==> src/rtl/core/hybrid_logical_clock_macros.svh <==
// Assertion macros used by the hybrid logical clock RTL.
`ifndef HYBRID_LOGICAL_CLOCK_MACROS_SVH
`define HYBRID_LOGICAL_CLOCK_MACROS_SVH

// Check a property on a named clock, disabled while the named reset is low.
`define HLC_ASSERT_CLK(label, ck, rst_n, prop, msg) \
	label: assert property (@(posedge ck) disable iff (!rst_n) (prop)) else $error(msg);

// Check a property on the block clock clk with reset arst_n.
`define HLC_ASSERT(label, prop, msg) \
	`HLC_ASSERT_CLK(label, clk, arst_n, prop, msg)

`endif

==> src/rtl/core/hlc_pkg.sv <==
// Types and constants of the hybrid logical clock.
package hlc_pkg;

	localparam int PHYS_W = 48;
	localparam int LOG_W  = 16;
	localparam int NODE_W = 16;

	localparam logic [LOG_W-1:0] LOG_MAX = {LOG_W{1'b1}};

	typedef enum logic [0:0] {
		KIND_LOCAL = 1'b0,
		KIND_RECV  = 1'b1
	} hlc_kind_t;

	// One request as held in the input register.
	typedef struct packed {
		hlc_kind_t         kind;
		logic [PHYS_W-1:0] wall_now;
		logic [PHYS_W-1:0] remote_physical;
		logic [LOG_W-1:0]  remote_logical;
	} hlc_item_t;

	// One result timestamp.
	typedef struct packed {
		logic [PHYS_W-1:0] out_physical;
		logic [LOG_W-1:0]  out_logical;
		logic [NODE_W-1:0] out_node;
		logic              wrapped;
	} hlc_result_t;

endpackage

==> src/rtl/core/hlc_update.sv <==
// Clock state, node id register and the per-request update rule.
`include "hybrid_logical_clock_macros.svh"

module hlc_update
	import hlc_pkg::*;
(
	input  logic              clk,
	input  logic              arst_n,
	input  logic              en,
	input  hlc_item_t         item,
	input  logic              cfg_we,
	input  logic [NODE_W-1:0] cfg_wdata,
	output hlc_result_t       result
);

	logic [PHYS_W-1:0] phys_q;
	logic [LOG_W-1:0]  log_q;
	logic [NODE_W-1:0] node_q;

	logic [PHYS_W-1:0] next_phys;
	logic [LOG_W-1:0]  next_log;
	logic [LOG_W-1:0]  bump_src;
	logic              take_wall;
	logic              wrap;

	logic now_gt_clk;
	logic now_gt_rp;
	logic clk_eq_rp;
	logic clk_gt_rp;
	logic [LOG_W-1:0] log_max;

	// Compare the clock against wall time and the remote timestamp
	assign now_gt_clk = item.wall_now > phys_q;
	assign now_gt_rp  = item.wall_now > item.remote_physical;
	assign clk_eq_rp  = phys_q == item.remote_physical;
	assign clk_gt_rp  = phys_q > item.remote_physical;
	assign log_max    = (log_q > item.remote_logical) ? log_q : item.remote_logical;

	// Pick the new physical time and the counter to advance
	always_comb begin
		next_phys = phys_q;
		bump_src  = log_q;
		take_wall = 1'b0;
		case (item.kind)
			KIND_LOCAL: begin
				take_wall = now_gt_clk;
			end
			KIND_RECV: begin
				if (now_gt_clk && now_gt_rp) begin
					take_wall = 1'b1;
				end else if (clk_eq_rp) begin
					bump_src = log_max;
				end else if (clk_gt_rp) begin
					bump_src = log_q;
				end else begin
					next_phys = item.remote_physical;
					bump_src  = item.remote_logical;
				end
			end
			default: begin
				take_wall = 1'b0;
			end
		endcase
		if (take_wall) begin
			next_phys = item.wall_now;
		end
	end

	// Advance the counter, wrapping from the maximum to zero, or clear it when wall time is taken
	always_comb begin
		if (take_wall) begin
			next_log = '0;
			wrap     = 1'b0;
		end else begin
			next_log = bump_src + LOG_W'(1);
			wrap     = bump_src == LOG_MAX;
		end
	end

	assign result.out_physical = next_phys;
	assign result.out_logical  = next_log;
	assign result.out_node     = node_q;
	assign result.wrapped      = wrap;

	// Commit the new clock when the request moves on
	always_ff @(posedge clk or negedge arst_n) begin
		if (!arst_n) begin
			phys_q <= '0;
			log_q  <= '0;
		end else if (en) begin
			phys_q <= next_phys;
			log_q  <= next_log;
		end
	end

	// Hold the node id
	always_ff @(posedge clk or negedge arst_n) begin
		if (!arst_n) begin
			node_q <= '0;
		end else if (cfg_we) begin
			node_q <= cfg_wdata;
		end
	end

	`HLC_ASSERT(a_phys_monotonic, en |-> next_phys >= phys_q, "physical time moved backward")
	`HLC_ASSERT(a_wrap_gives_zero, (en && wrap) |-> next_log == '0, "wrap without zero counter")
	`HLC_ASSERT(a_same_phys_bumps, (en && next_phys == phys_q && !wrap) |-> next_log > log_q,
		"timestamp did not advance")
	`HLC_ASSERT(a_commit, en |=> (phys_q == $past(next_phys)) && (log_q == $past(next_log)),
		"clock state not committed")

endmodule

==> src/rtl/core/hlc_out_stage.sv <==
// Result register driving the output stream.
module hlc_out_stage
	import hlc_pkg::*;
(
	input  logic        clk,
	input  logic        arst_n,
	input  logic        in_valid,
	input  hlc_result_t in_result,
	output logic        advance,
	output logic        m_axis_tvalid,
	input  logic        m_axis_tready,
	output logic [79:0] m_axis_tdata,
	output logic [0:0]  m_axis_tuser
);

	logic        valid_q;
	hlc_result_t res_q;

	// Take a new result when the register is empty or being drained
	assign advance = !valid_q || m_axis_tready;

	always_ff @(posedge clk or negedge arst_n) begin
		if (!arst_n) begin
			valid_q <= 1'b0;
		end else if (advance) begin
			valid_q <= in_valid;
		end
	end

	always_ff @(posedge clk) begin
		if (advance && in_valid) begin
			res_q <= in_result;
		end
	end

	assign m_axis_tvalid = valid_q;
	assign m_axis_tdata  = {res_q.out_node, res_q.out_logical, res_q.out_physical};
	assign m_axis_tuser  = res_q.wrapped;

endmodule

==> src/rtl/core/hybrid_logical_clock.sv <==
// Top level of the hybrid logical clock: input register, update and result register.
//
// Channel  Dir  Contents (low bit first)
// s_axis   in   tdata: wall_now[47:0], remote_physical[95:48], remote_logical[111:96]
//               tuser: kind[0]
// m_axis   out  tdata: out_physical[47:0], out_logical[63:48], out_node[79:64]
//               tuser: wrapped[0]
// cfg      in   cfg_we, cfg_wdata: node_ident[15:0]
//
// One request per cycle sustained while the output is not stalled; each result passes
// through the input register and the result register before it is presented.
// The clock state is updated as a request leaves the input register, so the
// next request sees it in the following cycle.
// Reset clears the clock to zero physical time and zero counter, and node id to 0.
// A stalled output holds its result; the input register still takes one more request.

module hybrid_logical_clock
	import hlc_pkg::*;
(
	input  logic         clk,
	input  logic         arst_n,
	input  logic         s_axis_tvalid,
	output logic         s_axis_tready,
	input  logic [111:0] s_axis_tdata,   // wall_now, remote_physical, remote_logical
	input  logic [0:0]   s_axis_tuser,   // kind
	output logic         m_axis_tvalid,
	input  logic         m_axis_tready,
	output logic [79:0]  m_axis_tdata,   // out_physical, out_logical, out_node
	output logic [0:0]   m_axis_tuser,   // wrapped
	input  logic         cfg_we,
	input  logic [15:0]  cfg_wdata
);

	logic        valid_s1;
	hlc_item_t   item_s1;
	logic        advance;
	logic        en;
	hlc_result_t result;

	assign s_axis_tready = !valid_s1 || advance;
	assign en            = valid_s1 && advance;

	// Load the input register
	always_ff @(posedge clk or negedge arst_n) begin
		if (!arst_n) begin
			valid_s1 <= 1'b0;
		end else if (s_axis_tready) begin
			valid_s1 <= s_axis_tvalid;
		end
	end

	always_ff @(posedge clk) begin
		if (s_axis_tready && s_axis_tvalid) begin
			item_s1.kind            <= hlc_kind_t'(s_axis_tuser[0]);
			item_s1.wall_now        <= s_axis_tdata[47:0];
			item_s1.remote_physical <= s_axis_tdata[95:48];
			item_s1.remote_logical  <= s_axis_tdata[111:96];
		end
	end

	hlc_update u_update (
		.clk       (clk),
		.arst_n    (arst_n),
		.en        (en),
		.item      (item_s1),
		.cfg_we    (cfg_we),
		.cfg_wdata (cfg_wdata),
		.result    (result)
	);

	hlc_out_stage u_out (
		.clk           (clk),
		.arst_n        (arst_n),
		.in_valid      (valid_s1),
		.in_result     (result),
		.advance       (advance),
		.m_axis_tvalid (m_axis_tvalid),
		.m_axis_tready (m_axis_tready),
		.m_axis_tdata  (m_axis_tdata),
		.m_axis_tuser  (m_axis_tuser)
	);

endmodule

==> config.mk <==
export PLATFORM = sky130hd
export DESIGN_NAME = hybrid_logical_clock
export DESIGN_NICKNAME = d
export VERILOG_FILES = /design/src/rtl/core/hlc_pkg.sv /design/src/rtl/core/hlc_update.sv /design/src/rtl/core/hlc_out_stage.sv /design/src/rtl/core/hybrid_logical_clock.sv
export VERILOG_INCLUDE_DIRS = /design/src /design/src/rtl/core
export SDC_FILE = /design/constraint.sdc
export NUM_CORES = 1
export LEC_CHECK = 0
export ABC_AREA = 0
export BUFFER_PORTS_ARGS = -buffer_cell sky130_fd_sc_hd__buf_4
export CORE_MARGIN = 3
export CORE_UTILIZATION = 30
export CTS_BUF_LIST = sky130_fd_sc_hd__clkbuf_8 sky130_fd_sc_hd__clkbuf_16
export CTS_CLUSTER_SIZE = 30
export DETAILED_ROUTE_END_ITERATION = 8
export PLACE_DENSITY = 0.49
export SLEW_MARGIN = 20
export SYNTH_ARGS = -nofsm -noshare
export SYNTH_HDL_FRONTEND = slang
export SYNTH_HIERARCHICAL = 1
export SYNTH_SLANG_ARGS = --single-unit
==> constraint.sdc <==
create_clock -name clk -period 9.35 [get_ports clk]
set_clock_uncertainty 0.05 [all_clocks]
set_input_delay 0.4675 -clock clk [delete_from_list [all_inputs] [get_ports clk]]
set_output_delay 0.4675 -clock clk [all_outputs]
set_load 0.02 [all_outputs]
Word-level counts from Yosys, hierarchy flattened
Cells that the tools add are included.
{ "classes": {"div": 0, "n_eq_ne": 2, "magnitude_cmp": 4, "muxes": 13, "bitwise_logic": 1, "add_sub_neg": 1, "n_shift": 0, "mul": 0, "reduce_logical": 7} }
{ "ops": {"columns": ["cell", "n"], "rows": [
  ["$mux 48", 5],
  ["$gt 48x48->1", 3],
  ["$mux 16", 6],
  ["$eq 48x48->1", 1],
  ["$add 16x1->16 const B", 1],
  ["$eq 16x16->1 const B", 1],
  ["$gt 16x16->1", 1],
  ["$logic_and 1x1->1", 3],
  ["$logic_not 1->1", 2],
  ["$logic_or 1x1->1", 2],
  ["$pmux 1 s2", 1],
  ["$mux 1", 1],
  ["$not 1->1", 1]
]} }
{ "word_totals": {"memories": 0, "latchBits": 0, "ramBits": 0, "romBits": 0, "out_inout_bits": 83, "register_bits": 276, "in_bits": 134} }

Longest topological paths before layout
Gate-level depths: netlist of the first run.
{ "depth": {"ltp_word": 7, "depth_mapped": 20, "depth_no_buf": 17} }

Hierarchy
The synthesis of the first run kept the hierarchy.
{ "by_module_without_submodules": {"columns": ["mod", "instances", "cells_each", "area_each_um2"], "rows": [
  ["hlc_update", 1, 1190, 9067.4],
  ["hybrid_logical_clock", 1, 118, 3453.3],
  ["hlc_out_stage", 1, 85, 2486.1]
]} }

Worst setup path after synthesis of the first run
Ideal clock, no wire load.
{ "synth_path": {"kind": "reg2reg", "from": "reg item_s1[16] (netlist name)", "to": "reg u_out.res_q (netlist bit u_out/m_axis_tuser) (data pin)", "arrival_time_ns": 4.052, "setup_time_ns": 0.125, "stages_incl_launch_ff": 20, "synth_period_minus_slack_ns": 4.227, "required_time_ns": 9.175, "setup_slack_ns": 5.123, "n_path_buf": 4, "cell_sequence": "edfxtp_1 -> ha_1 -> nand2b_4 -> a2111oi_4 -> a211o_1 -> a31oi_1 -> or3_1 -> o22ai_2 -> nor3b_4 -> buf_4 -> mux2i_1 -> inv_1 -> ha_1 -> clkbuf_1 -> clkbuf_1 -> inv_1 -> nor4_1 -> a31oi_1 -> nor2_1 -> buf_4"} }
{ "synth_via": {"elab_chain_cells": 6, "word_cells_on_any_way": 11} }
{ "synth_lines": {"columns": ["item", "line_no", "rtl"], "rows": [
  ["start, declared", "hybrid_logical_clock.sv:35", "hlc_item_t item_s1;"],
  ["$gt 48x48->1", "hlc_update.sv:36", "assign clk_gt_rp = phys_q > item.remote_physical;"],
  ["$mux 16", "hlc_update.sv:53", "end else if (clk_gt_rp) begin"],
  ["$mux 16", "hlc_update.sv:51", "end else if (clk_eq_rp) begin"],
  ["$mux 16", "hlc_update.sv:49", "if (now_gt_clk && now_gt_rp) begin"],
  ["$mux 16", "hlc_update.sv:44", "case (item.kind)"],
  ["$eq 16x16->1", "hlc_update.sv:76", "wrap = bump_src == LOG_MAX;"],
  ["end signal, assigned", "hlc_out_stage.sv:32", "res_q <= in_result;"],
  ["end, declared", "hlc_out_stage.sv:17", "hlc_result_t res_q;"]
]} }
Parallel ways exist; a longest one is shown, timed or not.
A chain may end at the register's enable or synchronous reset.

==> results of run 1 <==
[final cells by class]
type | instances | area, um^2 | share of cell area (%)
repair buffers | 228 | 1710 | 9.26
well taps | 664 | 831 | 4.49
inverters | 124 | 465 | 2.51
clock inverters | 22 | 233 | 1.26
flip-flops and latches | 276 | 7880 | 42.6
clock buffers | 40 | 967 | 5.23
multi-input cells | 937 | 6420 | 34.7
[registers in the layout, summed over array words and instances, names as in the netlist]
name	cells
item_s1	113
u_out/m_axis_tdata	80
u_out/m_axis_tuser	1
u_out/m_axis_tvalid	1
u_update/log_q	16
u_update/node_q	16
u_update/phys_q	48
valid_s1	1
[worst min path at each step]
stage | slack (ns) | startpoint | cells after the start | end
finish | 0.05 | s_axis_tdata[103] | 1 | item_s1[7]$_DFFE_PP_
global route | 0.02 | s_axis_tdata[85] | 1 | item_s1[53]$_DFFE_PP_
CTS | 0.003 | s_axis_tdata[85] | 1 | item_s1[53]$_DFFE_PP_
detailed placement | 0.38 | u_update/node_q[5]$_DFFE_PN0P_ | 0 | u_out/m_axis_tdata[69]$_DFFE_PP_
global placement | 0.38 | u_update/node_q[8]$_DFFE_PN0P_ | 0 | u_out/m_axis_tdata[72]$_DFFE_PP_
floorplan | 0.12 | arst_n | 0 | u_out/m_axis_tvalid$_DFFE_PN0P_
[cells by family after synthesis]
family | after synthesis | synth area share (%)
compound gates | 315 | 13.1
xor+xnor | 16 | 0.934
flops | 276 | 52.5
simple gates | 407 | 12.3
buf+inv | 180 | 4.87
mux | 38 | 2.93
fa+ha+maj | 161 | 13.4
[cell usage after synthesis, drive strengths merged, types with 27 or more instances]
master | instances | area [um^2]
nand4 | 36 | 225
clkbuf | 33 | 124
o22ai | 51 | 325
o21ai | 28 | 140
nand3 | 36 | 180
mux2 | 27 | 304
ha | 161 | 2010
dfrtp | 82 | 2050
inv | 124 | 465
nor2 | 134 | 503
nand2 | 148 | 556
edfxtp | 194 | 5830
a21oi | 117 | 586
a31oi | 57 | 357
[worst reg2reg max path, cell delays in order (launching register included)]
cell      delay, ns
edfxtp_1       0.40
inv_1          0.08
ha_1           0.32
nand4_1        0.14
nor4_1         0.76
nand3_1        0.23
or3_1          0.45
o22ai_2        0.25
nor3b_4        0.23
buf_4          0.38
mux2i_1        0.18
inv_1          0.10
ha_1           0.64
nand3_1        0.15
o22a_1         0.19
mux2i_1        0.23
nor3_1         0.13
mux2_2         0.29
[power by group through the flow]
stage / Combinational, mW / Sequential (mW) / Clock (mW)
after floorplan: 1.30 / 2.05 / 0
after global placement: 2.08 / 1.98 / 0
after detailed placement: 2.09 / 1.98 / 0
after CTS: 2.11 / 1.96 / 1.46
after global routing: 2.35 / 2.01 / 1.51
final: 2.08 / 1.96 / 1.41
[metal layers]
layer	part of all wire [%]	up-vias	wire length [um]	track usage, %
li1	-	5530	-	-
met3	4.6	58	2010	2.65
met4	2.6	0	1140	5.53
met2	46	252	20200	26.5
met1	47	5427	20300	22.5
met5	0	-	0	0
[placed cells by master (no fill, tap or decap), types with 4 or more instances in the layout]
cell type	instances
a211o_1	4
a211oi_1	7
a211oi_2	4
a21o_1	8
a21oi_1	117
a31oi_1	57
and3_1	6
buf_4	227
bufinv_16	5
clkbuf_16	37
clkinv_2	5
dfrtp_1	82
edfxtp_1	194
ha_1	161
inv_1	131
mux2_2	27
mux2i_1	9
nand2_1	147
nand3_1	36
nand4_1	36
nor2_1	134
nor3_1	13
nor4_1	10
o211ai_1	6
o21ai_0	28
o22ai_1	50
o31a_1	4
xnor2_1	16
==> results.yml, run 1 <==
power_and_ir_drop:
  pwr-share-clk_pct: 25.9
  leakagePower_nw: 7.98
  p_sw_share_pct: 37.4
  total_power_mw: 5.45
  p_int_mw: 3.41
  cellPowerDensity_nw_per_um2: 294
  p_comb_share_pct: 38.1
  power.switching_mw: 2.04
  power.share.sequential_pct: 36.0
  ir_worst_vdd_v: 0.000138
sta:
  fin_crit_ns: 5.32
  holdWs_ns: 0.0498
  min_period_over_period_pct: 56.9
  slew-limit-headroom_pct: 27.7
  max_slew.worst_pin.slew_ns: 1.08
  final.setup.worst_slack_ns: 4.03
  clock.fmax_mhz: 188
  setup_viol: 0
  hold_viol_final: 0
  rsz0062_at_grt: "false"
  drv_slew: 0
  tns_ns: 0
yosys:
  post_synth_num_cell_types: 60
  yosysSeqAreaShare_pct: 52.5
  synth_fp_nets: 1688
  synthFlopType: "edfxtp_1"
  synth_cells: 1393
  async_flop_share_pct: 29.7
  synth_edf_count: 194
  syn_area_per_cell_um2: 10.8
  syn_area_um2: 15000
  ys_ff_latch: 276
  yosysWarnings: 6
setup_path:
  crit_type: "reg -> reg"
  cp.required_ns: 9.73
  r2r-end: "u_update/log_q[10]$_DFFE_PN0P_"
  cpPeakStageDelay_ns: 0.76
  cp_num_cells: 17
  crit_slowest_cell: "nor4_1"
  critical-path-top-delay-family: "simple AND/OR/NAND/NOR gates"
  arrival_ns: 5.70
  r2r_cells: 17
  cp-start-kind: "flip-flop"
  path_max_fanout: 32
  critPathLaunch: "item_s1[54]$_DFFE_PP_"
  r2r-start: "item_s1[54]$_DFFE_PP_"
  endpoint: "u_update/log_q[10]$_DFFE_PN0P_"
  crit_buf_inv: 3
  path_cells: "inv_1, ha_1, nand4_1, nor4_1, nand3_1, or3_1, o22ai_2, nor3b_4, buf_4, mux2i_1, inv_1, ha_1, nand3_1, o22a_1, mux2i_1, nor3_1, mux2_2"
  rrSetupSlack_ns: 4.03
  critPathCaptureType: "flip-flop"
global_routing:
  antenna_found_initial: 0
  grt_pass1_vias: 11383
  grt_pass1_wl_um: 67500
  gr-total-overflow: 0
  grt_max_degree: 72
  grt_usage_pct: 16.4
floorplan:
  die_y_um: 230
  rows: 81
  pin_count: 217
  core_um2: 49200
  fp.dieW_um: 230
  start_util_pct: 30.5
  dieArea_um2: 52700
clocking:
  holdBufCountCts: 1
  cts_resized: 0
  cts-root-buf: "clkbuf_16"
  path_clk_slew_ns: 0.06
  postCtsSetupRepairBufs: 0
  cts_tree: "done"
  cts_max_level: 2
  cts_buffers: 34
  clockBufferDepth: 3
  clock_latency_ns: 0.54
  cts.sinks: 276
placement:
  post_dp_cell_area_um2: 17300
  dpl.cell_count: 2228
  port_buffers: 216
  gp_congestion: 0.828
  dp_slack_ns: 3.70
  dpl.hpwl_um: 30200
cells_and_area:
  design_area_um2: 18500
  fill_cells: 4869
  n_antenna_cell: 0
  nets: 1896
  areaGrowthSynthToFinish_pct: 23.3
  fin_cells: 2291
  finish.utilization_pct: 37.7
  layout-drive-gt1-share_pct: 20.3
hold_path:
  holdCritPathClass: "in -> reg"
run:
  cap_violations: 0
route:
  viasPerCell: 4.92
  wirelength_um: 43600
  drtAntennaViolNets: 0
  wl_per_cell_um: 19.0
  dr.pass1.iters: 5
  vias: 11267
  drt_iter0_drc: 659
  drc: 0
outcome:
  status: "complete, no violations"
Note: power is estimated with default switching activity, not from simulation.
==> run 2: changes to the inputs <==
ABC_AREA = 1   (was 0)
PLACE_DENSITY = 0.51   (was 0.49)
clock period = 4.51 ns   (was 9.35 ns; I/O delays follow)
==> results.yml, run 2 <==
clocking:
  path_clk_slew_ns: 0.06
  cts_max_level: 2
  cts-root-buf: "clkbuf_16"
  cts.sinks: 276
  holdBufCountCts: 132
  clock_latency_ns: 0.53
  cts_resized: 0
  clockBufferDepth: 3
  cts_buffers: 35
  postCtsSetupRepairBufs: 0
  cts_tree: "done"
power_and_ir_drop:
  p_comb_share_pct: 39.8
  pwr-share-clk_pct: 25.6
  leakagePower_nw: 9.01
  p_int_mw: 6.70
  power.switching_mw: 4.21
  p_sw_share_pct: 38.6
  ir_worst_vdd_v: 0.000258
  cellPowerDensity_nw_per_um2: 554
  total_power_mw: 10.9
  power.share.sequential_pct: 34.6
yosys:
  synth_cells: 1517
  yosys-top-cells-area: "edfxtp_1 39%, dfrtp_1 14%, ha_1 14%"
  synth_edf_count: 194
  syn_area_um2: 14800
  ys_ff_latch: 276
  async_flop_share_pct: 29.7
  post_synth_num_cell_types: 35
  yosysMostFrequentCell: "nand2_1"
  synth_fp_nets: 1812
  synth_common_cells: "379 x nand2_1, 194 x edfxtp_1, 188 x inv_1, 161 x ha_1, 131 x o21ai_0"
  yosysSeqAreaShare_pct: 53.1
  syn_area_per_cell_um2: 9.79
  synthFlopType: "edfxtp_1"
  synth.top_cell.area_share_pct: 39.2
  yosysWarnings: 6
  yosysTopAreaCell: "edfxtp_1"
global_routing:
  grt_pass1_wl_um: 64600
  grt_max_degree: 73
  grt_pass1_vias: 11991
  gr-total-overflow: 0
  antenna_found_initial: 3
  grt_usage_pct: 15.6
floorplan:
  pin_count: 217
  rows: 80
  die_y_um: 228
  core_um2: 48300
  fp.dieW_um: 228
  dieArea_um2: 52200
  start_util_pct: 30.7
setup_path:
  cp.required_ns: 4.75
  cp-start-kind: "flip-flop"
  arrival_ns: 4.24
  critPathCaptureType: "flip-flop"
  crit_type: "reg -> reg"
  path_max_fanout: 21
cells_and_area:
  layout_commonest_cell: "nand2_1"
  nets: 2167
  areaGrowthSynthToFinish_pct: 32.6
  layout-drive-gt1-share_pct: 19.2
  largest_register_ffs: 113
  top_register: "item_s1"
  final_cell_mix: "379 x nand2_1, 229 x buf_4, 194 x edfxtp_1"
hold_path:
  holdCritPathClass: "in -> reg"
sta:
  clock.fmax_mhz: 250
  drv_slew: 0
  final.setup.worst_slack_ns: 0.506
  fin_crit_ns: 4.00
  hold_viol_final: 0
  holdWs_ns: 0.0842
  setup_viol: 0
  min_period_over_period_pct: 88.8
  slew-limit-headroom_pct: 29.4
  tns_ns: 0
  max_slew.worst_pin.slew_ns: 1.06
  rsz0062_at_grt: "false"
route:
  dr.pass1.iters: 6
  drt_iter0_drc: 555
  vias: 11526
  drtAntennaViolNets: 0
  wirelength_um: 40200
  drc: 0
  viasPerCell: 4.51
  wl_per_cell_um: 15.8
placement:
  dp_slack_ns: 0.435
  port_buffers: 216
  gp_congestion: 0.839
  dpl.hpwl_um: 29100
run:
  cap_violations: 0
outcome:
  status: "complete, no violations"
[run 2: cell count changes in the layout (fill, tap and decap cells not counted), moves of 16 or more]
cell,delta
a21oi_1,-40
xnor2_1,-16
a31oi_1,-57
o21ai_1,+50
dlygate4sd3_1,+131
o21ai_0,+103
nand2_2,+23
o22ai_1,-50
nor2_1,-79
inv_1,+58
nand2_1,+232
nand4_1,-18
[run 2: worst paths after layout]
check / from / end / slack (ns) / cells past startpoint
setup / recovery: item_s1[97]$_DFFE_PP_ / u_out/m_axis_tdata[62]$_DFFE_PP_ / 0.51 / 23
hold / removal: cfg_we / u_update/node_q[15]$_DFFE_PN0P_ / 0.08 / 2
setup reg to reg: item_s1[97]$_DFFE_PP_ / u_out/m_axis_tdata[62]$_DFFE_PP_ / 0.51 / 23
hold reg to reg: u_update/node_q[10]$_DFFE_PN0P_ / u_out/m_axis_tdata[74]$_DFFE_PP_ / 0.39 / 0
max in group asynchronous: arst_n / u_update/phys_q[39]$_DFFE_PN0P_ / 3.06 / 3
min in group asynchronous: arst_n / u_update/phys_q[6]$_DFFE_PN0P_ / 0.32 / 2
[run 2: layer usage]
| layer | part of all wire [%] | wire (um) | GRT usage (%) | up-vias |
|---|---|---|---|---|
| li1 | - | - | - | 5828 |
| met4 | 2.2 | 883 | 4.44 | 4 |
| met5 | 0.057 | 23 | 0 | - |
| met3 | 4.0 | 1610 | 2.54 | 57 |
| met2 | 48 | 19200 | 26.8 | 233 |
| met1 | 46 | 18500 | 20.2 | 5404 |
[run 2: worst max-delay path, stage by stage, from the launching register on]
cell and delay [ns]:
edfxtp_1 0.43, ha_1 0.33, nand2_1 0.06, nand2_1 0.05, nand2_1 0.06, nand2_1 0.07, nand2_1 0.06, nand2_1 0.08
a21oi_1 0.39, nand3_1 0.14, nand2_1 0.10, nand2_1 0.06, nand2_2 0.41, nand2_4 0.19, nand2_1 0.10, nand2_1 0.08
inv_2 0.09, ha_1 0.18, inv_1 0.07, nor2_4 0.13, nand2_2 0.10, nor2_4 0.20, nand4_1 0.13, and2_1 0.17
[run 2: metrics by stage]
| step | instances | instance area, um^2 | utilization, % |
|---|---|---|---|
| finish | 2554 | 19700 | 40.7 |
| global route | 2554 | 19700 | 40.7 |
| CTS | 2553 | 19700 | 40.7 |
| detailed placement | 2359 | 17200 | 35.6 |
| global placement | 2359 | 17200 | 35.6 |
| floorplan | 1517 | 14900 | - |
[run 2: cell type report]
cell class                 instances  area (um^2)
tap                              656          821
clock buffer                      41          981
multi-input combinational       1005         6050
clock inverter                    21          178
fill                            4723        28700
sequential                       276         7880
timing repair buffer             362         3060
antenna                            1         2.50
inverter                         192          722
[run 2: kinds of logic after synthesis]
logic type	Yosys count	synth area share, %
flops	276	53.1
compound gates	272	9.37
simple gates	556	16.4
mux	16	1.21
fa+ha+maj	161	13.6
buf+inv	236	6.45
[run 2: power groups by stage]
stage,Combinational [mW],Sequential [mW],Clock (mW)
finish,4.34,3.77,2.80
global route,4.99,3.85,3.00
CTS,4.40,3.78,2.91
detailed placement,4.29,3.81,0
global placement,4.23,3.82,0
floorplan,2.71,4.01,0
==> run 3: changes to the inputs <==
--- a/config.mk
+++ b/config.mk
@@ -14,4 +14,5 @@
 export CTS_CLUSTER_SIZE = 30
 export DETAILED_ROUTE_END_ITERATION = 8
+export GPL_TIMING_DRIVEN = 0
 export PLACE_DENSITY = 0.51
 export SLEW_MARGIN = 20
--- a/constraint.sdc
+++ b/constraint.sdc
@@ -3,3 +3,3 @@
 set_input_delay 0.2255 -clock clk [delete_from_list [all_inputs] [get_ports clk]]
 set_output_delay 0.2255 -clock clk [all_outputs]
-set_load 0.02 [all_outputs]
+set_load 0.005 [all_outputs]
==> results.yml, run 3 (synthesized netlist as in run 2, its figures left out) <==
route:
  drtAntennaViolNets: 0
  wl_per_cell_um: 16.5
  drc: 0
  wirelength_um: 42800
  viasPerCell: 4.57
  drt_iter0_drc: 632
  vias: 11856
  dr.pass1.iters: 5
placement:
  dpl.cell_count: 2398
  gp_congestion: 0.840
  port_buffers: 215
  dpl.hpwl_um: 31500
  post_dp_cell_area_um2: 17600
  dp_slack_ns: 0.643
clocking:
  clockBufferDepth: 3
  postCtsSetupRepairBufs: 0
  cts.sinks: 276
  cts_buffers: 34
  path_clk_slew_ns: 0.06
  holdBufCountCts: 132
  cts_resized: 0
  cts_max_level: 2
  cts_tree: "done"
  cts-root-buf: "clkbuf_16"
  clock_latency_ns: 0.54
run:
  cap_violations: 0
sta:
  max_slew.worst_pin.slew_ns: 0.920
  hold_viol_final: 0
  tns_ns: 0
  fin_crit_ns: 3.82
  holdWs_ns: 0.144
  rsz0062_at_grt: "false"
  setup_viol: 0
  drv_slew: 0
  slew-limit-headroom_pct: 38.6
  clock.fmax_mhz: 262
  min_period_over_period_pct: 84.7
  final.setup.worst_slack_ns: 0.691
setup_path:
  critPathCaptureType: "flip-flop"
  path_max_fanout: 10
  crit_slowest_cell: "edfxtp_1"
  cp-start-kind: "flip-flop"
  crit_path_frequent_cell: "nand2_1"
  arrival_ns: 4.05
  crit_type: "reg -> reg"
  cp.required_ns: 4.74
  cpPeakStageDelay_ns: 0.43
  path_cells: "ha_1, nand2_1, inv_1, nand3_1, nor3_1, nand2_1, nor2_2, nand2_1, nand3_1, nand2_1, nand2_1, nand2_2, nand2_4, buf_8, nand2_1, nand2_2, ha_1, inv_1, nor2_4, nand2_2, nor2_4, nand4_1, and2_1"
cells_and_area:
  nets: 2205
  top_register: "item_s1"
  final_cell_mix: "379 x nand2_1, 215 x buf_4, 195 x inv_1"
  layout-drive-gt1-share_pct: 19.0
  largest_register_ffs: 113
  fill_cells: 4651
  areaGrowthSynthToFinish_pct: 35.4
  finish.utilization_pct: 41.6
  fin_cells: 2595
  design_area_um2: 20100
  layout_commonest_cell: "nand2_1"
power_and_ir_drop:
  ir_worst_vdd_v: 0.000243
  total_power_mw: 11.0
  p_int_mw: 6.90
  pwr-share-clk_pct: 26.2
  power.switching_mw: 4.07
  cellPowerDensity_nw_per_um2: 545
  power.share.sequential_pct: 34.4
  p_sw_share_pct: 37.1
  leakagePower_nw: 9.23
  p_comb_share_pct: 39.4
global_routing:
  grt_pass1_vias: 12299
  grt_pass1_wl_um: 67300
  antenna_found_initial: 3
  gr-total-overflow: 0
  grt_usage_pct: 16.3
  grt_max_degree: 83
hold_path:
  holdCritPathClass: "in -> reg"
floorplan:
  die_y_um: 228
  pin_count: 217
  rows: 80
  fp.dieW_um: 228
  core_um2: 48300
  start_util_pct: 30.7
  dieArea_um2: 52200
outcome:
  status: "complete, no violations"
==> run 3: cell count changes in the layout (fill, tap and decap cells not counted), moves of 5 or more <==
cell        before  now
buf_1            0    6
buf_16           0   10
buf_2            0   12
buf_4          229  215
buf_6            0    5
clkbuf_1         0   19
clkinvlp_4       8    0
inv_1          189  195
==> run 3: final timing paths <==
kind	slack, ns	endpoint	startpoint	cells past startpoint
max in group asynchronous	3.45	u_update/phys_q[33]$_DFFE_PN0P_	arst_n	2
min in group asynchronous	0.32	u_update/node_q[15]$_DFFE_PN0P_	arst_n	2
worst min register to register	0.39	u_out/m_axis_tdata[74]$_DFFE_PP_	u_update/node_q[10]$_DFFE_PN0P_	0
worst min-delay path	0.14	u_update/node_q[1]$_DFFE_PN0P_	cfg_we	2
worst max register to register	0.69	u_out/m_axis_tdata[62]$_DFFE_PP_	item_s1[99]$_DFFE_PP_	23
worst max-delay path	0.69	u_out/m_axis_tdata[62]$_DFFE_PP_	item_s1[99]$_DFFE_PP_	23
==> run 3: area by class of cell <==
cell class	count	area [um^2]	area share [%]
Antenna cell	3	7.51	0.0373
Buffer	44	236	1.18
Clock buffer	39	953	4.74
Clock inverter	23	235	1.17
Inverter	192	721	3.58
Multi-Input combinational cell	1005	6040	30.0
Sequential cell	276	7880	39.2
Tap cell	656	821	4.08
Timing Repair Buffer	357	3210	16.0
==> run 3: routing by layer <==
metal,vias up,wire length (um),track usage (%)
li1,5924,-,-
met1,5567,19500,21.2
met2,296,20400,27.7
met3,65,1880,2.85
met4,4,1060,5.47
met5,-,23,0
==> run 3: critical path: cells and delay by family (launching register included) <==
family	cells	cell delay, ns
flops	1	0.43
fa+ha+maj	2	0.53
buf+inv	3	0.30
simple gates	18	2.26
==> run 3: power by group through the flow <==
stage	clock network, mW	registers, mW	logic [mW]
final	2.87	3.77	4.32
after global routing	3.07	3.84	4.93
after CTS	2.98	3.78	4.35
after detailed placement	0	3.82	4.23
after global placement	0	3.83	4.13
after floorplan	0	3.75	2.71
